--- src/rtl/core/khs_pkg.sv ---
package khs_pkg;

   // default heap depth, the largest rank that can be selected
   localparam int MAX_K_DEF = 64;

   localparam int DATA_W = 32;
   localparam int SEL_W  = 7;
   localparam int CSR_IDX_W = 2;

   // configuration register indexes
   localparam logic [CSR_IDX_W-1:0] CSR_CLEAN_ENABLE     = 2'd0;
   localparam logic [CSR_IDX_W-1:0] CSR_SELECT_COUNT     = 2'd1;
   localparam logic [CSR_IDX_W-1:0] CSR_FIXED_THRESH     = 2'd2;
   localparam logic [CSR_IDX_W-1:0] CSR_USE_PIXEL_THRESH = 2'd3;

   // reset values of the configuration registers
   localparam logic             CLEAN_ENABLE_RST = 1'b1;
   localparam logic [SEL_W-1:0] SELECT_COUNT_RST = 7'd5;

   // top level sequencer
   typedef enum logic [1:0] {
      TOP_IDLE,
      TOP_DECIDE,
      TOP_WAIT,
      TOP_FINISH
   } top_state_type;

   // sift engine sequencer
   typedef enum logic [2:0] {
      ENG_IDLE,
      ENG_UP_RD,
      ENG_UP_CMP,
      ENG_DN_RDL,
      ENG_DN_RDR,
      ENG_DN_SEL,
      ENG_DN_CMP,
      ENG_WR_FIN
   } eng_state_type;

   // command from the top sequencer to the sift engine
   typedef struct packed {
      logic                     start;
      logic                     sift_down;
      logic signed [DATA_W-1:0] value;
   } sift_cmd_type;

   // status from the sift engine
   typedef struct packed {
      logic                     busy;
      logic                     done;
      logic signed [DATA_W-1:0] root_value;
   } sift_stat_type;

endpackage

--- src/rtl/core/khs_ram.sv ---
module khs_ram #(
   parameter int WIDTH = 32,
   parameter int DEPTH = 64,
   localparam int AW = (DEPTH > 1) ? $clog2(DEPTH) : 1
) (
   input  logic             clock,
   input  logic             wr_en,
   input  logic [AW-1:0]    wr_addr,
   input  logic [WIDTH-1:0] wr_data,
   input  logic [AW-1:0]    rd_addr,
   output logic [WIDTH-1:0] rd_data
);

   logic [WIDTH-1:0] mem_ff [DEPTH];
   logic [WIDTH-1:0] rd_data_ff;

   // one write port, one registered read port
   always_ff @(posedge clock) begin
      if (wr_en) begin
         mem_ff[wr_addr] <= wr_data;
      end
      rd_data_ff <= mem_ff[rd_addr];
   end

   assign rd_data = rd_data_ff;

endmodule

--- src/rtl/core/khs_sift.sv ---
module khs_sift import khs_pkg::*; #(
   parameter int MAX_K = MAX_K_DEF,
   localparam int AW = $clog2(MAX_K),
   localparam int CW = $clog2(MAX_K + 1)
) (
   input  logic          clock,
   input  logic          reset,
   input  sift_cmd_type  cmd,
   input  logic [AW-1:0] index,
   input  logic [CW-1:0] k_count,
   output sift_stat_type stat
);

   localparam int XW = AW + 2;

   eng_state_type state_ff, state_in;
   logic signed [DATA_W-1:0] val_ff, val_in;
   logic signed [DATA_W-1:0] m_ff, m_in;
   logic signed [DATA_W-1:0] root_ff, root_in;
   logic [AW-1:0] j_ff, j_in;
   logic [AW-1:0] c_ff, c_in;

   logic                     wr_en;
   logic [AW-1:0]            wr_addr;
   logic signed [DATA_W-1:0] wr_data;
   logic [AW-1:0]            rd_addr;
   logic [DATA_W-1:0]        rd_raw;
   logic signed [DATA_W-1:0] rd_data;

   logic [XW-1:0] k_ext;
   logic          k_le_one;
   logic          right_ok;
   logic          next_leaf;
   logic          up_stop;
   logic          right_less;
   logic          dn_stop;
   logic [AW-1:0] parent;

   khs_ram #(
      .WIDTH (DATA_W),
      .DEPTH (MAX_K)
   ) u_heap (
      .clock   (clock),
      .wr_en   (wr_en),
      .wr_addr (wr_addr),
      .wr_data (wr_data),
      .rd_addr (rd_addr),
      .rd_data (rd_raw)
   );

   assign rd_data = $signed(rd_raw);

   // shared index and compare logic
   assign k_ext      = XW'(k_count);
   assign k_le_one   = (k_ext <= XW'(1));
   assign right_ok   = ((XW'(c_ff) + XW'(1)) < k_ext);
   assign next_leaf  = (XW'({c_ff, 1'b1}) >= k_ext);
   assign parent     = (j_ff - AW'(1)) >> 1;
   assign up_stop    = (rd_data <= val_ff);
   assign right_less = (rd_data < m_ff);
   assign dn_stop    = (val_ff <= m_ff);

   // next state
   always_comb begin
      state_in = state_ff;
      case (state_ff)
         ENG_IDLE: begin
            if (cmd.start) begin
               if (cmd.sift_down) begin
                  state_in = k_le_one ? ENG_WR_FIN : ENG_DN_RDL;
               end else begin
                  state_in = (index == '0) ? ENG_WR_FIN : ENG_UP_RD;
               end
            end
         end
         ENG_UP_RD:  state_in = ENG_UP_CMP;
         ENG_UP_CMP: begin
            if (up_stop || c_ff == '0) begin
               state_in = ENG_WR_FIN;
            end else begin
               state_in = ENG_UP_RD;
            end
         end
         ENG_DN_RDL: state_in = ENG_DN_RDR;
         ENG_DN_RDR: state_in = right_ok ? ENG_DN_SEL : ENG_DN_CMP;
         ENG_DN_SEL: state_in = ENG_DN_CMP;
         ENG_DN_CMP: begin
            if (dn_stop || next_leaf) begin
               state_in = ENG_WR_FIN;
            end else begin
               state_in = ENG_DN_RDL;
            end
         end
         ENG_WR_FIN: state_in = ENG_IDLE;
         default:    state_in = ENG_IDLE;
      endcase
   end

   // datapath and memory control
   always_comb begin
      val_in  = val_ff;
      m_in    = m_ff;
      j_in    = j_ff;
      c_in    = c_ff;
      wr_en   = 1'b0;
      wr_addr = j_ff;
      wr_data = val_ff;
      rd_addr = c_ff;
      case (state_ff)
         ENG_IDLE: begin
            if (cmd.start) begin
               val_in = cmd.value;
               if (cmd.sift_down) begin
                  j_in = '0;
                  c_in = AW'(1);
               end else begin
                  j_in = index;
               end
            end
         end
         // hole moves up: fetch the parent
         ENG_UP_RD: begin
            rd_addr = parent;
            c_in    = parent;
         end
         ENG_UP_CMP: begin
            if (!up_stop) begin
               wr_en   = 1'b1;
               wr_data = rd_data;
               j_in    = c_ff;
            end
         end
         // hole moves down: fetch both children, keep the smaller
         ENG_DN_RDL: begin
            rd_addr = c_ff;
         end
         ENG_DN_RDR: begin
            m_in    = rd_data;
            rd_addr = c_ff + AW'(1);
         end
         ENG_DN_SEL: begin
            if (right_less) begin
               m_in = rd_data;
               c_in = c_ff + AW'(1);
            end
         end
         ENG_DN_CMP: begin
            if (!dn_stop) begin
               wr_en   = 1'b1;
               wr_data = m_ff;
               j_in    = c_ff;
               c_in    = AW'({c_ff, 1'b1});
            end
         end
         ENG_WR_FIN: begin
            wr_en = 1'b1;
         end
         default: begin
            wr_en = 1'b0;
         end
      endcase
   end

   // cached root for the replace decision
   assign root_in = (wr_en && wr_addr == '0) ? wr_data : root_ff;

   always_ff @(posedge clock) begin
      if (reset) begin
         state_ff <= ENG_IDLE;
      end else begin
         state_ff <= state_in;
      end
      val_ff  <= val_in;
      m_ff    <= m_in;
      j_ff    <= j_in;
      c_ff    <= c_in;
      root_ff <= root_in;
   end

   assign stat.busy       = (state_ff != ENG_IDLE);
   assign stat.done       = (state_ff == ENG_WR_FIN);
   assign stat.root_value = root_ff;

endmodule

--- src/rtl/core/kth_largest_heap_select_core.sv ---
// channel   dir   handshake              payload
// req       in    req_tvalid/req_tready  tdata: conv_value, pixel_thresh; tlast: last_pixel
// rsp       out   rsp_tvalid/rsp_tready  tdata: kth_value; tuser: enough_pixels
// csr       in    csr_valid/csr_ready    csr_index, csr_data
//
// an item is accepted and decided, then sifted into the heap if it enters it:
// sift-up on a fill and sift-down on a root replace, one heap read port
// being the limit; no new item is taken before the last one is finished;
// reset is synchronous and clears control state only; the heap needs no
// clearing pass, as entries are read only after they have been written
// a stalled rsp holds the last item of an object until the output register
// frees up; csr writes are always taken
module kth_largest_heap_select_core import khs_pkg::*; #(
   parameter int MAX_K = MAX_K_DEF
) (
   input  logic                 clock,
   input  logic                 reset,
   // conv_value [31:0], pixel_thresh [63:32]
   input  logic [63:0]          req_tdata,
   input  logic                 req_tlast,
   input  logic                 req_tvalid,
   output logic                 req_tready,
   // kth_value [31:0]
   output logic [31:0]          rsp_tdata,
   // enough_pixels [0]
   output logic                 rsp_tuser,
   output logic                 rsp_tvalid,
   input  logic                 rsp_tready,
   input  logic                 csr_valid,
   output logic                 csr_ready,
   input  logic [CSR_IDX_W-1:0] csr_index,
   input  logic [31:0]          csr_data
);

   localparam int AW  = $clog2(MAX_K);
   localparam int CW  = $clog2(MAX_K + 1);
   localparam int KXW = (CW > SEL_W) ? CW : SEL_W;

   // configuration registers
   logic                     clean_en_ff;
   logic [SEL_W-1:0]         sel_cnt_ff;
   logic signed [DATA_W-1:0] fixed_thr_ff;
   logic                     use_pix_ff;

   top_state_type state_ff, state_in;
   logic signed [DATA_W-1:0] score_ff, score_in;
   logic                     last_ff, last_in;
   logic [CW-1:0]            count_ff, count_in;
   logic [CW-1:0]            k_ff, k_in;
   logic                     rsp_valid_ff, rsp_valid_in;
   logic [DATA_W-1:0]        rsp_data_ff, rsp_data_in;
   logic                     rsp_user_ff, rsp_user_in;

   logic signed [DATA_W-1:0] conv;
   logic signed [DATA_W-1:0] thr;
   logic signed [DATA_W:0]   diff;
   logic signed [DATA_W-1:0] score_sat;
   logic [KXW-1:0]           k_raw;
   logic [CW-1:0]            k_eff;
   logic [CW-1:0]            k_use;
   logic                     filling;
   logic                     out_free;
   logic                     enough;
   logic                     accept;
   logic                     load_out;

   sift_cmd_type  cmd;
   sift_stat_type stat;

   khs_sift #(
      .MAX_K (MAX_K)
   ) u_sift (
      .clock   (clock),
      .reset   (reset),
      .cmd     (cmd),
      .index   (count_ff[AW-1:0]),
      .k_count (k_use),
      .stat    (stat)
   );

   // configuration writes
   assign csr_ready = 1'b1;

   always_ff @(posedge clock) begin
      if (reset) begin
         clean_en_ff  <= CLEAN_ENABLE_RST;
         sel_cnt_ff   <= SELECT_COUNT_RST;
         fixed_thr_ff <= '0;
         use_pix_ff   <= 1'b0;
      end else if (csr_valid) begin
         case (csr_index)
            CSR_CLEAN_ENABLE:     clean_en_ff  <= csr_data[0];
            CSR_SELECT_COUNT:     sel_cnt_ff   <= csr_data[SEL_W-1:0];
            CSR_FIXED_THRESH:     fixed_thr_ff <= $signed(csr_data);
            CSR_USE_PIXEL_THRESH: use_pix_ff   <= csr_data[0];
            default:              use_pix_ff   <= use_pix_ff;
         endcase
      end
   end

   // score: saturating difference of value and threshold
   assign conv = $signed(req_tdata[31:0]);
   assign thr  = use_pix_ff ? $signed(req_tdata[63:32]) : fixed_thr_ff;
   assign diff = {conv[DATA_W-1], conv} - {thr[DATA_W-1], thr};

   always_comb begin
      if (diff[DATA_W] != diff[DATA_W-1]) begin
         score_sat = diff[DATA_W] ? {1'b1, {(DATA_W-1){1'b0}}}
                                  : {1'b0, {(DATA_W-1){1'b1}}};
      end else begin
         score_sat = diff[DATA_W-1:0];
      end
   end

   // rank clamped to 1..MAX_K, latched on the first pixel of an object
   always_comb begin
      k_raw = KXW'(sel_cnt_ff);
      if (k_raw == '0) begin
         k_raw = KXW'(1);
      end
      if (k_raw > KXW'(MAX_K)) begin
         k_raw = KXW'(MAX_K);
      end
      k_eff = k_raw[CW-1:0];
   end

   assign k_use    = (count_ff == '0) ? k_eff : k_ff;
   assign filling  = (count_ff < k_use);
   assign out_free = !rsp_valid_ff || rsp_tready;
   assign enough   = clean_en_ff && (count_ff >= k_ff);
   assign accept   = req_tvalid && req_tready;

   // next state
   always_comb begin
      state_in = state_ff;
      case (state_ff)
         TOP_IDLE: begin
            if (accept) begin
               state_in = TOP_DECIDE;
            end
         end
         TOP_DECIDE: begin
            if (filling || score_ff > stat.root_value) begin
               state_in = TOP_WAIT;
            end else begin
               state_in = TOP_FINISH;
            end
         end
         TOP_WAIT: begin
            if (stat.done) begin
               state_in = TOP_FINISH;
            end
         end
         TOP_FINISH: begin
            if (!last_ff || out_free) begin
               state_in = TOP_IDLE;
            end
         end
         default: state_in = TOP_IDLE;
      endcase
   end

   // outputs and datapath
   always_comb begin
      req_tready    = 1'b0;
      cmd.start     = 1'b0;
      cmd.sift_down = !filling;
      cmd.value     = score_ff;
      score_in      = score_ff;
      last_in       = last_ff;
      count_in      = count_ff;
      k_in          = k_ff;
      load_out      = 1'b0;
      case (state_ff)
         TOP_IDLE: begin
            req_tready = 1'b1;
            if (req_tvalid) begin
               score_in = score_sat;
               last_in  = req_tlast;
            end
         end
         TOP_DECIDE: begin
            k_in      = k_use;
            cmd.start = filling || score_ff > stat.root_value;
            if (count_ff < CW'(MAX_K)) begin
               count_in = count_ff + CW'(1);
            end
         end
         TOP_FINISH: begin
            if (last_ff && out_free) begin
               load_out = 1'b1;
               count_in = '0;
            end
         end
         default: begin
            req_tready = 1'b0;
         end
      endcase
   end

   // output register
   always_comb begin
      rsp_valid_in = rsp_valid_ff && !rsp_tready;
      rsp_data_in  = rsp_data_ff;
      rsp_user_in  = rsp_user_ff;
      if (load_out) begin
         rsp_valid_in = 1'b1;
         rsp_data_in  = enough ? stat.root_value : '0;
         rsp_user_in  = enough;
      end
   end

   always_ff @(posedge clock) begin
      if (reset) begin
         state_ff     <= TOP_IDLE;
         count_ff     <= '0;
         k_ff         <= '0;
         rsp_valid_ff <= 1'b0;
      end else begin
         state_ff     <= state_in;
         count_ff     <= count_in;
         k_ff         <= k_in;
         rsp_valid_ff <= rsp_valid_in;
      end
      score_ff    <= score_in;
      last_ff     <= last_in;
      rsp_data_ff <= rsp_data_in;
      rsp_user_ff <= rsp_user_in;
   end

   assign rsp_tvalid = rsp_valid_ff;
   assign rsp_tdata  = rsp_data_ff;
   assign rsp_tuser  = rsp_user_ff;

`ifndef SYNTHESIS
   // no item is taken while the sift engine still works on the last one
   assert property (@(posedge clock) disable iff (reset)
      req_tready |-> !stat.busy)
      else $error("item accepted while sift engine busy");

   // pixel count saturates at the heap depth
   assert property (@(posedge clock) disable iff (reset)
      count_ff <= CW'(MAX_K))
      else $error("pixel count beyond heap depth");

   // a result without enough pixels carries a zero value
   assert property (@(posedge clock) disable iff (reset)
      rsp_tvalid && !rsp_tuser |-> rsp_tdata == '0)
      else $error("nonzero value without enough pixels");

   // the engine starts only from the decide step
   assert property (@(posedge clock) disable iff (reset)
      cmd.start |-> state_ff == TOP_DECIDE && !stat.busy)
      else $error("sift started outside decide step");
`endif

endmodule
--- config.mk ---
export PLATFORM = sky130hd
export DESIGN_NAME = kth_largest_heap_select_core
export DESIGN_NICKNAME = d
export VERILOG_FILES = /design/src/rtl/core/khs_pkg.sv /design/src/rtl/core/khs_ram.sv /design/src/rtl/core/khs_sift.sv /design/src/rtl/core/kth_largest_heap_select_core.sv
export SDC_FILE = /design/constraint.sdc
export NUM_CORES = 2
export LEC_CHECK = 0
export ABC_AREA = 1
export BUFFER_PORTS_ARGS = -buffer_cell sky130_fd_sc_hd__clkbuf_2
export CAP_MARGIN = 20
export CORE_AREA = 2 2 490 395
export DETAILED_ROUTE_END_ITERATION = 16
export DIE_AREA = 0 0 492 397
export PLACE_DENSITY = 0.71
export SLEW_MARGIN = 20
export SYNTH_ARGS = -nofsm -noshare
export SYNTH_HDL_FRONTEND = slang
export SYNTH_SLANG_ARGS = --single-unit
--- constraint.sdc ---
create_clock -name clock -period 5.3 [get_ports clock]
set_clock_uncertainty 0.2 [all_clocks]
set_input_delay 1.06 -clock clock [delete_from_list [all_inputs] [get_ports clock]]
set_output_delay 1.06 -clock clock [all_outputs]
set_load 0.005 [all_outputs]
# [After elaboration in Yosys (flattened, before gate mapping)]
# Memory sizes are Yosys's and may differ from the RTL's. A register that Yosys moved wholly into a read port is not among the register bits.
# Index checks and enable logic that the tools add are counted.
[totals] output_inout_bits=36 memories=1 mem_bits_ro=0 latchBits=0 mem_bits_rw=2048 regBits=235 word_cells=143
[mem_list] memory="u_sift.u_heap.mem_ff" words=64 word_bits=32 rd=1 rd_clocked_by_memory_dff=1 wr=1 line="khs_ram.sv:14" text="logic [WIDTH-1:0] mem_ff [DEPTH];"
[classes] magnitude_cmp=11 n_bitwise=0 n_reduce_logical=36 multipliers=0 addsub=5 shifts=0 div=0 n_mux=48 eq_ne=24
[ops] cell="32-bit 2-to-1 mux" count=6
[ops] cell="32-bit case mux with 2 select lines" count=2
[ops] cell="32-bit less-or-equal comparator" count=2
[ops] cell="6-bit 2-to-1 mux" count=8
[ops] cell="7-bit 2-to-1 mux" count=5
[ops] cell="32-bit by 32-bit subtractor with 33-bit output" count=1
[ops] cell="32-bit > comparator" count=1
[ops] cell="32-bit less-than comparator" count=1
[ops] cell="3-bit case mux with 8 select lines" count=1
[ops] cell="6-bit case mux with 4 select lines" count=1
[ops] cell="6-bit logical NOT" count=3
[ops] cell="3-bit 2-to-1 mux" count=6
[ops] cell="2-bit != test (second input constant)" count=9
[ops] cell="6-bit case mux with 3 select lines" count=1
[ops] cell="7-bit >= comparator" count=2
[ops] cell="7-bit logical NOT" count=2
[ops] cell="7-bit case mux with 2 select lines" count=1
[ops] cell="2-bit AND reduction" count=7
[ops] cell="3-bit == test (second input constant)" count=4
[ops] cell="6-bit case mux with 2 select lines" count=1
[ops] cell="1-bit 2-to-1 mux" count=10
[ops] cell="2-bit == test (second input constant)" count=4
[ops] cell="8-bit by 7-bit less-than comparator with 1-bit output" count=1
[ops] cell="2-bit 2-to-1 mux" count=4
[ops] cell="other kinds (26)" count=41

# [Logic depth before layout (Yosys ltp)]
[depth] word_depth=10 depth_mapped=21 depth_no_buf=21

# [By module]
# Synthesis repeated with hierarchy kept, for this count alone.
[unflattened] hier_cells=8621 hier_area_um2=98549.5
[by_module_without_submodules] mod="khs_ram" area_per_inst_um2=82738.1 cells_per_inst=6769 seq_area_each_um2=62139.6 n_inst=1
[by_module_without_submodules] mod="kth_largest_heap_select_core" area_per_inst_um2=8384.3 cells_per_inst=1072 seq_area_each_um2=3143.0 n_inst=1
[by_module_without_submodules] mod="khs_sift" area_per_inst_um2=7427.1 cells_per_inst=780 seq_area_each_um2=3303.2 n_inst=1

# [Least setup slack after synthesis]
# OpenSTA, ideal clock, no wires.
[synth_path] path_type="flip-flop to flip-flop" start="register u_sift.val_ff[31]" end="register u_sift.root_ff[10] (data pin)" path_slack_ns=0.902 period_less_slack_ns=4.398 setup_ns=0.547 path_stages_with_launch=11 t_arrival_ns=3.651 cell_sequence="edfxtp_1 > ha_1 > nand2_1 > nor2_1 > nand2_1 > nor4_1 > nand2_1 > nand3_1 > nand4_1 > clkbuf_1 > o211ai_1"
[synth_via] elab_chain_len=3 word_cells_on_any_way=5
[synth_rtl] element="from (decl)" line="khs_sift.sv:17" text="logic signed [DATA_W-1:0] val_ff, val_in;"
[synth_rtl] element="from (signal assigned)" line="khs_sift.sv:173" text="val_ff <= val_in;"
[synth_rtl] element="32-bit less-or-equal comparator, on equally long branches" line="khs_sift.sv:61, khs_sift.sv:59"
[synth_rtl] element="32-bit 2-to-1 mux, on equally long branches" line="khs_sift.sv:148, khs_sift.sv:127"
[synth_rtl] element="32-bit case mux with 2 select lines *" line="khs_sift.sv:109" text="case (state_ff)"
[synth_rtl] element="via u_sift.u_heap.wr_data[10]" line="khs_ram.sv:9" text="input logic [WIDTH-1:0] wr_data,"
[synth_rtl] element="to (signal assigned)" line="khs_sift.sv:177" text="root_ff <= root_in;"
[synth_rtl] element="to (decl)" line="khs_sift.sv:19" text="logic signed [DATA_W-1:0] root_ff, root_in;"
# The timed path passes the listed nets; every way through them passes the cells marked *.
# A chain may end at the register's enable or synchronous reset.

# [Final worst setup path]
[layout_path] start="register u_sift.val_ff[31]" end="memory u_sift.u_heap.mem_ff[50][1] (data pin)"
[layout_via] elab_chain_len=3 word_cells_on_any_way=5
[layout_rtl] element="32-bit less-or-equal comparator, on equally long branches" line="khs_sift.sv:61, khs_sift.sv:59"
[layout_rtl] element="32-bit 2-to-1 mux, on equally long branches" line="khs_sift.sv:148, khs_sift.sv:127"
[layout_rtl] element="32-bit case mux with 2 select lines *" line="khs_sift.sv:109"
[layout_rtl] element="via u_sift.u_heap.wr_data[1]" line="khs_ram.sv:9"
[layout_rtl] element="to (decl)" line="khs_ram.sv:14"
# Marked as above.

==> impl_metrics.ini <==
[worst_setup_path]
r2r-start = u_sift.val_ff[31]
crit_path_end_kind = register
critPathLaunchType = register
cpMostUsedCell = nand2_1
cp_cell_sequence = inv_1 -> ha_1 -> nand2_1 -> nor2_1 -> nand4_1 -> nor4_1 -> nand2_1 -> nand3_1 -> nand3_1 -> nand2_1 -> o21ai_0 -> nand2_1 -> nand3_2 -> buf_4
worst-setup-path-type = reg -> reg
critPathMaxStageDelay_ns = 0.73
crit_fanout = 35
rrSetupSlack_ns = 0.52
r2r_end = u_sift.u_heap.mem_ff[50][1]
slowest_stage = nand3_2
required_ns = 5.66
cp.arrival_ns = 5.14
worst-r2r-cell-count = 14

[place]
hpwlAfterDp_mm = 177
place_ws_ns = 0.737
gp_congestion = 0.929
dp.cells = 11900
port_buffers = 138

[yosys]
synth_xor_xnor_area_share_pct = 0.261
yosys.area_share.simple_pct = 21.8
ys_types = 47
syn_area_sq_um = 104000
synth-edff-count = 2222
synth_top_family_by_area = simple AND/OR/NAND/NOR gates
synth_seq_cells = 2315
yosys_warnings = 0
synth_compound_area_share_pct = 3.19
synthCells = 9579
synth.top_cell.area_share_pct = 64.1
synth.avg_cell_area_sq_um = 10.9
synth_nets = 9877
synthAdderAreaFrac_pct = 2.34
synthTopCellsByArea = edfxtp_1, nand3_1, nand2_1, nand3b_1, inv_1
yosysSeqAreaShare_pct = 65.9
ys_async_sr_fraction_pct = 0
ys.flop_type = edfxtp_1
yosysTopAreaCell = edfxtp_1
synth_mux_area_share_pct = 0.289

[routing]
drtIter0Drc = 11000
via_count = 74300
vias_per_cell = 6.02
drc_errors = 0
ant_nets = 0
routedWlPerCell_um = 25.0
wl_mm = 308
first_pass_iters = 6

[global_routing]
antenna_found_initial = 15
grt_max_degree = 161
grt_pass1_wl_mm = 453
grt_pass1_vias = 70100
grt_overflow = 0
groute.usage.overall_pct = 31.0

[cells_and_area]
final_cell_mix = edfxtp_1, nand2_1, nand3_1
area_growth_pct = 11.4
layout_commonest_cell = edfxtp_1
n_fill_cell = 15000
nets = 9894
final_cell_count_no_fill = 12300
final_layout_size_suffix_gt1_share_pct = 7.88

[timing]
finalSetupViolCount = 0
hold_violations = 0
rsz0062_at_grt = no
fmax_ghz = 0.209
finalMaxSlewViolations = 0
setup_tns_ns = 0
fin_crit_sh_pct = 90.2
relSlewSlack_pct = 21.2
hold-worst-slack_ns = 0.207
layout_setup_ws_ns = 0.519
worstMarginPinSlew_ns = 1.18
period_needed_ns = 4.78

[clock_tree]
cts_resized = 0
post-cts-setup-buffer-count = 0
htreeDepth = 4
clkSlewWorstSetupHoldPaths_ns = 0.06
cts-root-buf = clkbuf_16
clock_path_buffers = 3
cts_inserted_buffers = 213
clock_latency_ns = 0.85
cts_tree = done
postCtsHoldBufs = 0
cts.sinks = 2315

[die]
core_area_sq_um = 191000
row_count = 144
die_x_um = 492
die_h_um = 397
start_util_pct = 54.5
die_area_sq_um = 195000
ios = 140

[power_and_ir_drop]
p_per_area_nw_per_um2 = 667
power_leakage_nw = 45.1
vdd_drop_max_mv = 0.636

[worst_hold_path]
hp-class = in -> reg
holdPathStages = 1
min_from = req_tlast
holdPathEnd = last_ff

[flow_run]
max_cap_viol_count = 0

[run_status]
outcome = completed
==> synth_stat cells, types with 5 or more instances <==
| library cell | count |
|---|---|
| edfxtp_1 | 2222 |
| nand2_1 | 2136 |
| nand3_1 | 1903 |
| inv_1 | 1028 |
| nand3b_1 | 515 |
| buf_2 | 276 |
| nor2_1 | 233 |
| clkbuf_1 | 225 |
| o211ai_1 | 215 |
| ha_1 | 193 |
| o21ai_0 | 128 |
| a21oi_1 | 126 |
| dfxtp_1 | 93 |
| buf_1 | 81 |
| mux2i_1 | 30 |
| nor3_1 | 28 |
| nand4_1 | 25 |
| xor2_1 | 21 |
| o21a_1 | 10 |
| o21bai_1 | 10 |
| xnor2_1 | 10 |
| inv_2 | 8 |
| a21o_1 | 7 |
| a21boi_0 | 5 |
| nor4_1 | 5 |
| o21ai_1 | 5 |
==> routing by layer <==
| layer | vias up | global-route usage [%] | part of all wire, % |
|---|---|---|---|
| met1 | 35900 | 45.3 | 40 |
| met2 | 4486 | 46.1 | 44 |
| met3 | 629 | 6.09 | 12 |
| met5 | - | 0 | 0.012 |
| met4 | 4 | 12.0 | 4.2 |
| li1 | 33300 | - | - |
==> area by class of cell <==
type                       instances  area (sq um)  area share (%)
clock buffer                     274          5780            4.99
timing repair buffer             387          3850            3.32
sequential                      2315         68600            59.2
tap                             2555          3200            2.76
inverter                        1037          3920            3.38
clock inverter                   127          1190            1.02
multi-input combinational       5642         29400            25.4
antenna                            3          7.51         0.00648
==> critical path, delay by kind of cell, from the launching register on <==
family / cells / cell delay (ns)
and+or+nand+nor: 10 / 2.73
AOI/OAI and AO/OA: 1 / 0.09
DFF: 1 / 0.42
adders and majority gates: 1 / 0.37
buffers and inverters: 2 / 0.64
==> kinds of logic after synthesis <==
logic type / Yosys count
and+or+nand+nor: 4859
DFF: 2315
buffers and inverters: 1622
AOI/OAI and AO/OA: 527
adders and majority gates: 194
xor gates and xnor gates: 31
muxes: 30
other: 1
==> worst max-delay path by stage <==
stage	start	to	slack, ns	depth (start not counted)
after floorplan	u_sift.val_ff[31]	u_sift.root_ff[10]	0.90	10
after global placement	u_sift.val_ff[31]	u_sift.u_heap.mem_ff[52][9]	0.75	14
after detailed placement	u_sift.val_ff[31]	u_sift.u_heap.mem_ff[61][1]	0.74	14
after CTS	u_sift.val_ff[31]	u_sift.u_heap.mem_ff[59][1]	0.69	14
after global routing	u_sift.val_ff[31]	u_sift.u_heap.mem_ff[59][1]	0.30	14
final	u_sift.val_ff[31]	u_sift.u_heap.mem_ff[50][1]	0.52	14
==> metrics by stage <==
stage	instance area [sq um]	power, mW	util [%]
4_1_cts	116000	76.6	60.7
3_3_place_gp	109000	60.6	57.0
2_1_floorplan	104000	46.9	-
5_1_grt	116000	80.7	60.7
3_5_place_dp	109000	61.2	57.0
6_report	116000	77.3	60.7
==> state kept, by name, indices dropped and copies added, names as in the netlist <==
signal                 cells
clean_en_ff                1
count_ff                   7
fixed_thr_ff              32
k_ff                       7
last_ff                    1
rsp_tdata                 32
rsp_tuser                  1
rsp_tvalid                 1
score_ff                  32
sel_cnt_ff                 7
state_ff                   2
u_sift.c_ff                6
u_sift.j_ff                6
u_sift.m_ff               32
u_sift.root_ff            32
u_sift.state_ff            3
u_sift.u_heap.mem_ff    2048
u_sift.u_heap.rd_data     32
u_sift.val_ff             32
use_pix_ff                 1
==> report_power, final <==
group / internal, mW / leakage (nW) / switching [mW] / total (mW)
Clock: 8.51 / 3.40 / 6.90 / 15.4
Sequential: 23.4 / 20.8 / 0.732 / 24.1
Combinational: 9.79 / 20.9 / 28.0 / 37.8
Total: 41.7 / 45.1 / 35.6 / 77.3
No activity file was read; power rests on OpenSTA's default activity.
